File: config.mk
export PLATFORM = sky130hd
export DESIGN_NAME = bft_match
export DESIGN_NICKNAME = d
export VERILOG_FILES = /design/src/sv/bft_pkg.sv /design/src/sv/bft_match.sv
export SDC_FILE = /design/constraint.sdc
export NUM_CORES = 1
export LEC_CHECK = 0
export BUFFER_PORTS_ARGS = -buffer_cell sky130_fd_sc_hd__buf_2
export CAP_MARGIN = 20
export CORE_MARGIN = 2
export CORE_UTILIZATION = 35
export DETAILED_ROUTE_END_ITERATION = 16
export GPL_TIMING_DRIVEN = 0
export PLACE_DENSITY = 0.81
export SYNTH_ARGS = -nofsm -noshare
export SYNTH_HDL_FRONTEND = slang
export SYNTH_SLANG_ARGS = --single-unit
File: constraint.sdc
create_clock -name clk -period 1.8 [get_ports clk]
set_clock_uncertainty 0.15 [all_clocks]
set_input_delay 0.36 -clock clk [delete_from_list [all_inputs] [get_ports clk]]
set_output_delay 0.36 -clock clk [all_outputs]
set_load 0.005 [all_outputs]
File: src/sv/bft_pkg.sv
`timescale 1ns / 1ps

package bft_pkg;

    localparam int MAX_BINS  = 16;
    localparam int MAX_ITEMS = 16;
    localparam int SIZE_W    = 16;

    localparam int BIN_W  = $clog2(MAX_BINS);
    localparam int SLOT_W = $clog2(MAX_ITEMS);
    localparam int CNT_W  = $clog2(MAX_ITEMS + 1);
    localparam int NB_W   = $clog2(MAX_BINS + 1);
    localparam int ADDR_W = BIN_W + SLOT_W;
    localparam int SUM_W  = SIZE_W + 1;
    localparam int ACT_W  = 3;
    localparam int STS_W  = 3;

    localparam logic [ACT_W-1:0] OP_ADD_BIN  = 3'd0;
    localparam logic [ACT_W-1:0] OP_CONTAINS = 3'd1;
    localparam logic [ACT_W-1:0] OP_FIT      = 3'd2;
    localparam logic [ACT_W-1:0] OP_INSERT   = 3'd3;
    localparam logic [ACT_W-1:0] OP_REMOVE   = 3'd4;
    localparam logic [ACT_W-1:0] OP_MOVE     = 3'd5;
    localparam logic [ACT_W-1:0] OP_SWAP     = 3'd6;
    localparam logic [ACT_W-1:0] OP_COMPACT  = 3'd7;

    localparam logic [STS_W-1:0] STS_OK        = 3'd0;
    localparam logic [STS_W-1:0] STS_NOT_FOUND = 3'd1;
    localparam logic [STS_W-1:0] STS_OVER_CAP  = 3'd2;
    localparam logic [STS_W-1:0] STS_BAD_BIN   = 3'd3;
    localparam logic [STS_W-1:0] STS_FULL      = 3'd4;

    typedef struct packed {
        logic              clr;
        logic              valid;
        logic [SLOT_W-1:0] idx;
    } match_ctl_t;

    typedef struct packed {
        logic [1:0]        hits0;
        logic [SLOT_W-1:0] idx0;
        logic              hit1;
    } match_res_t;

endpackage

File: src/sv/bft_match.sv
`timescale 1ns / 1ps

module bft_match (
    input  logic                          clk,
    input  logic                          rst_n,
    input  bft_pkg::match_ctl_t           ctl,
    input  logic [bft_pkg::SIZE_W-1:0]    data,
    input  logic [bft_pkg::SIZE_W-1:0]    key0,
    input  logic [bft_pkg::SIZE_W-1:0]    key1,
    output bft_pkg::match_res_t           res
);

    logic [1:0]                 hits0_reg, hits0_next;
    logic [bft_pkg::SLOT_W-1:0] idx0_reg, idx0_next;
    logic                       hit1_reg, hit1_next;

    always_comb
    begin
        hits0_next = hits0_reg;
        idx0_next  = idx0_reg;
        hit1_next  = hit1_reg;
        if (ctl.clr)
        begin
            hits0_next = 2'd0;
            hit1_next  = 1'b0;
        end
        else if (ctl.valid)
        begin
            if (data == key0)
            begin
                if (hits0_reg == 2'd0)
                begin
                    idx0_next = ctl.idx;
                end
                if (hits0_reg != 2'd2)
                begin
                    hits0_next = hits0_reg + 2'd1;
                end
            end
            if (data == key1)
            begin
                hit1_next = 1'b1;
            end
        end
    end

    always_ff @(posedge clk or negedge rst_n)
    begin
        if (!rst_n)
        begin
            hits0_reg <= 2'd0;
            hit1_reg  <= 1'b0;
        end
        else
        begin
            hits0_reg <= hits0_next;
            hit1_reg  <= hit1_next;
        end
    end

    always_ff @(posedge clk)
    begin
        idx0_reg <= idx0_next;
    end

    assign res.hits0 = hits0_reg;
    assign res.idx0  = idx0_reg;
    assign res.hit1  = hit1_reg;

endmodule

Word-level counts from Yosys, hierarchy flattened
Cells that the tools add are included.
- logic and storage cells: 23
- input port bits: 56
- register bits: 7
- output and inout bits: 7
- mux-type cells: 7
- add/sub/neg operators: 1
- bitwise logic cells: 1
- reductions and logical operators: 8
- equal/unequal tests: 3
- operators with widths (operator ; count):
    equality test 16 bit ; 2
    two-way mux 2 bit ; 4
    nonzero test 2 bit ; 4
    AND reduction 4 bit ; 1
    two-way mux 1 bit ; 3
    AND reduction 3 bit ; 1
    adder 2 x 1 -> 2 bit, second input constant ; 1
    logical NOT 2 bit ; 1
    inequality test 2 bit, second input constant ; 1
    AND reduction 2 bit ; 1
    NOT 1 bit ; 1

Logic depth before layout (Yosys ltp)
- word-level depth: 5
- depth in mapped cells: 5
- depth with buffers taken out: 5

Worst setup path after synthesis
Ideal clock, no wire load.
- path type: input to register
- start: input port key0[14] in the netlist's numbering
- end: register hits0_reg[0]
- setup slack: 0.121 ns
- data required time: 1.523 ns
- setup time: 0.127 ns
- data arrival time: 1.401 ns
- stages: 5
- path buffers: 0
- path through: xnor2_1 -> nand4_1 -> nor4_1 -> and3b_2 -> mux2_1
- longest elaborated chain between the ends: 3
- RTL lines (what ; RTL line ; RTL):
    start: declaration ; bft_match.sv:8 ; input logic [bft_pkg::SIZE_W-1:0] key0,
    equality test 16 bit ; bft_match.sv:29 ; if (data == key0)
    nonzero test 2 bit (no source line) ; -- ;
    AND reduction 3 bit (no source line) ; -- ;
    end signal: assignment ; bft_match.sv:56 ; hits0_reg <= hits0_next;
    end: declaration ; bft_match.sv:13 ; logic [1:0] hits0_reg, hits0_next;
No other way between the ends.
A chain may end at the register's enable or synchronous reset.

Worst setup path in the final report
Same ends and word-level chain as after synthesis.

==> impl_metrics.csv <==
group,metric,value,unit
clock_tree,cts_resized,0,
routing,via_per_inst,4.53,
routing,drt_wl_total,1620,um
die,core,1750,sq um
global_routing,grt_pass1_wl,2430,um
clock_tree,clkSlewWorstSetupHoldPaths,50,ps
routing,route.met3.wl,154,um
sta,worst_pin_slew,328,ps
routing,route.met2.wl,830,um
setup_path,path_cells,"buf_2 > xnor2_1 > nand4_1 > nor4_1 > and3b_2 > mux2_1",
flow_run,max_cap_violations,0,
placement,post-place-ws,-172,ps
clock_tree,cts_buffer_depth,2,
cells_and_area,final_layout_size_suffix_gt1_share,50.4,%
sta,timing.fmax,581,MHz
power_and_ir_drop,p_leak,0.000476,uW
die,dieArea,2230,sq um
power_and_ir_drop,peakVddDrop,0.000173,V
cells_and_area,regArea,195,sq um
cells_and_area,utilization,59.1,%
clock_tree,numCtsBuffers,3,
sta,period_minus_slack,1720,ps
sta,hold_violations,0,
setup_path,worstPathArrival,1690,ps
clock_tree,cts_tree,"built",
min_path,min_path_type,"in2reg",
global_routing,grt-ovfl-total,0,
global_routing,first_global_vias,672,
routing,drt_iter0_drc,5,
cells_and_area,area_growth,57.7,%
setup_path,cpMaxStageDelayCell,"nor4_1",
synthesis,ys_warn_count,0,
routing,firstDrtPassIters,2,
clock_tree,cts-root-buf,"clkbuf_4",
routing,remaining_drc_errors,0,
cells_and_area,diodes,0,
routing,postRouteAntennaNets,0,
sta,finalCritPeriodShare,95.6,%
setup_path,crit_required,1770,ps
synthesis,synth_top_area_cell,"xnor2_1",
sta,layout_setup_ws,79.3,ps
die,die_h,47.2,um
synthesis,synth_nets,124,
power_and_ir_drop,fin_total_pwr,459,uW
global_routing,antenna_found_initial,0,
sta,setup_tns,0,ps
clock_tree,post_cts_buffers,0,
synthesis,synth.area.top_cells,"xnor2_1 37%, edfxtp_1 18%, dfrtp_1 11%",
clock_tree,cts.sinks,7,
synthesis,synth_top_area_share,37.5,%
setup_path,crit_fanout,2,
placement,routabilityCongestion,0.705,
synthesis,ys_types,19,
synthesis,ys.flop_type,"edfxtp_1",
synthesis,syn_area,654,sq um
synthesis,synth_area_per_cell,9.91,sq um
synthesis,synth_cells,66,
routing,vias,716,
die,io_pins,63,
clock_tree,insertion_delay,240,ps
die,row_count,15,
sta,setup_viol,0,
status,status,"finished clean",
cells_and_area,nNetsFinal,192,
clock_tree,ctsHtreeMaxLevel,1,
die,initial_utilization,37.5,%
die,fp.dieW,47.2,um
sta,rsz0062_at_grt,"false",
synthesis,synth_edf_count,4,
sta,slew_violations,0,
setup_path,crit_type,"in2reg",
setup_path,slowest_delay,360,ps
routing,wl_met1,633,um
setup_path,crit_path_start_kind,"input port",
setup_path,worstSetupEndpointType,"register",
synthesis,synth-seq-area-share,29.8,%
routing,top_layer,"met4",
power_and_ir_drop,power.density,445,nW/um^2
sta,relSlewSlack,77.9,%
synthesis,synth-seq-cells,7,
global_routing,grt.total_usage,15.3,%
global_routing,grt_max_degree,7,
cells_and_area,fillers,154,
cells_and_area,largest_register_ffs,4,
placement,portBuffers,62,
synthesis,async_flop_share,42.9,%
cells_and_area,multiInputGateArea,440,sq um
synthesis,yosys.cell_count.top_type,"xnor2_1",
routing,wl_per_cell,10.3,um
setup_path,critPathTopFamily,"simple AND/OR/NAND/NOR gates",
synthesis,synthTopCellsByCount,"28 x xnor2_1, 7 x nand4_1, 4 x edfxtp_1, 4 x xor2_1",
setup_path,critical_path_buf_inv_count,1,
-- what timing repair did --
| action | 4_1_cts | 5_1_grt |
|---|---|---|
| hold endpoints to repair | 3 | 0 |
| setup endpoints to repair | 0 | 0 |
| hold buffers | 1 | 0 |
-- layout by cell type, fill, tap and decap left out, drive strengths merged, types with 2 or more instances in the layout --
cell / netlist / final
buf: 1 / 63
xnor2: 28 / 28
nand4: 7 / 7
xor2: 4 / 4
edfxtp: 4 / 4
clkbuf: 0 / 4
inv: 3 / 3
dfrtp: 3 / 3
nor4: 2 / 2
nor2: 2 / 2
nand2b: 2 / 2
ha: 2 / 2
-- power breakdown --
part           switching, uW  internal, uW
clock network           51.2          84.2
logic                   60.4          93.1
registers           0.000863           170
-- path summary, 6_finish.rpt --
kind,depth (start not counted),endpoint,from,slack (ps)
setup / recovery,6,hits0_reg[0],key0[14],80
hold / removal,1,idx0_reg[3],ctl[3],140
setup reg to reg,4,hits0_reg[0],hits0_reg[0],320
hold reg to reg,2,hit1_reg,hit1_reg,380
max in group asynchronous,2,hit1_reg,rst_n,1110
min in group asynchronous,2,hits0_reg[0],rst_n,290
-- per-stage QoR --
| stage | hold WS, ps | instance area, sq um | cells |
|---|---|---|---|
| after floorplan | -85.6 | 654 | 66 |
| after global placement | 4.37 | 996 | 153 |
| after detailed placement | 9.64 | 996 | 153 |
| after CTS | 137 | 1030 | 158 |
| after global routing | 141 | 1030 | 158 |
| final | 143 | 1030 | 158 |
-- cells by family after synthesis --
family	synth area share (%)
buffers and inverters	2.87
flip-flops	29.8
AO/OA/AOI/OAI	0.764
adder cells (fa/ha/maj)	3.82
XOR/XNOR	42.8
multiplexers	3.25
AND/OR/NAND/NOR	16.6
-- layout make-up --
cell class | instances | area share [%]
multi-input combinational | 55 | 42.7
timing repair buffer | 63 | 31.0
sequential | 7 | 18.9
tap | 25 | 3.03
clock buffer | 4 | 2.55
inverter | 3 | 1.09
buffer | 1 | 0.727
-- routing by layer --
layer	track usage [%]	vias to the layer above
met4	6.67	0
met1	17.5	311
li1	-	357
met3	1.15	2
met5	0	-
met2	28.6	46
No activity file was read; power rests on OpenSTA's default activity.
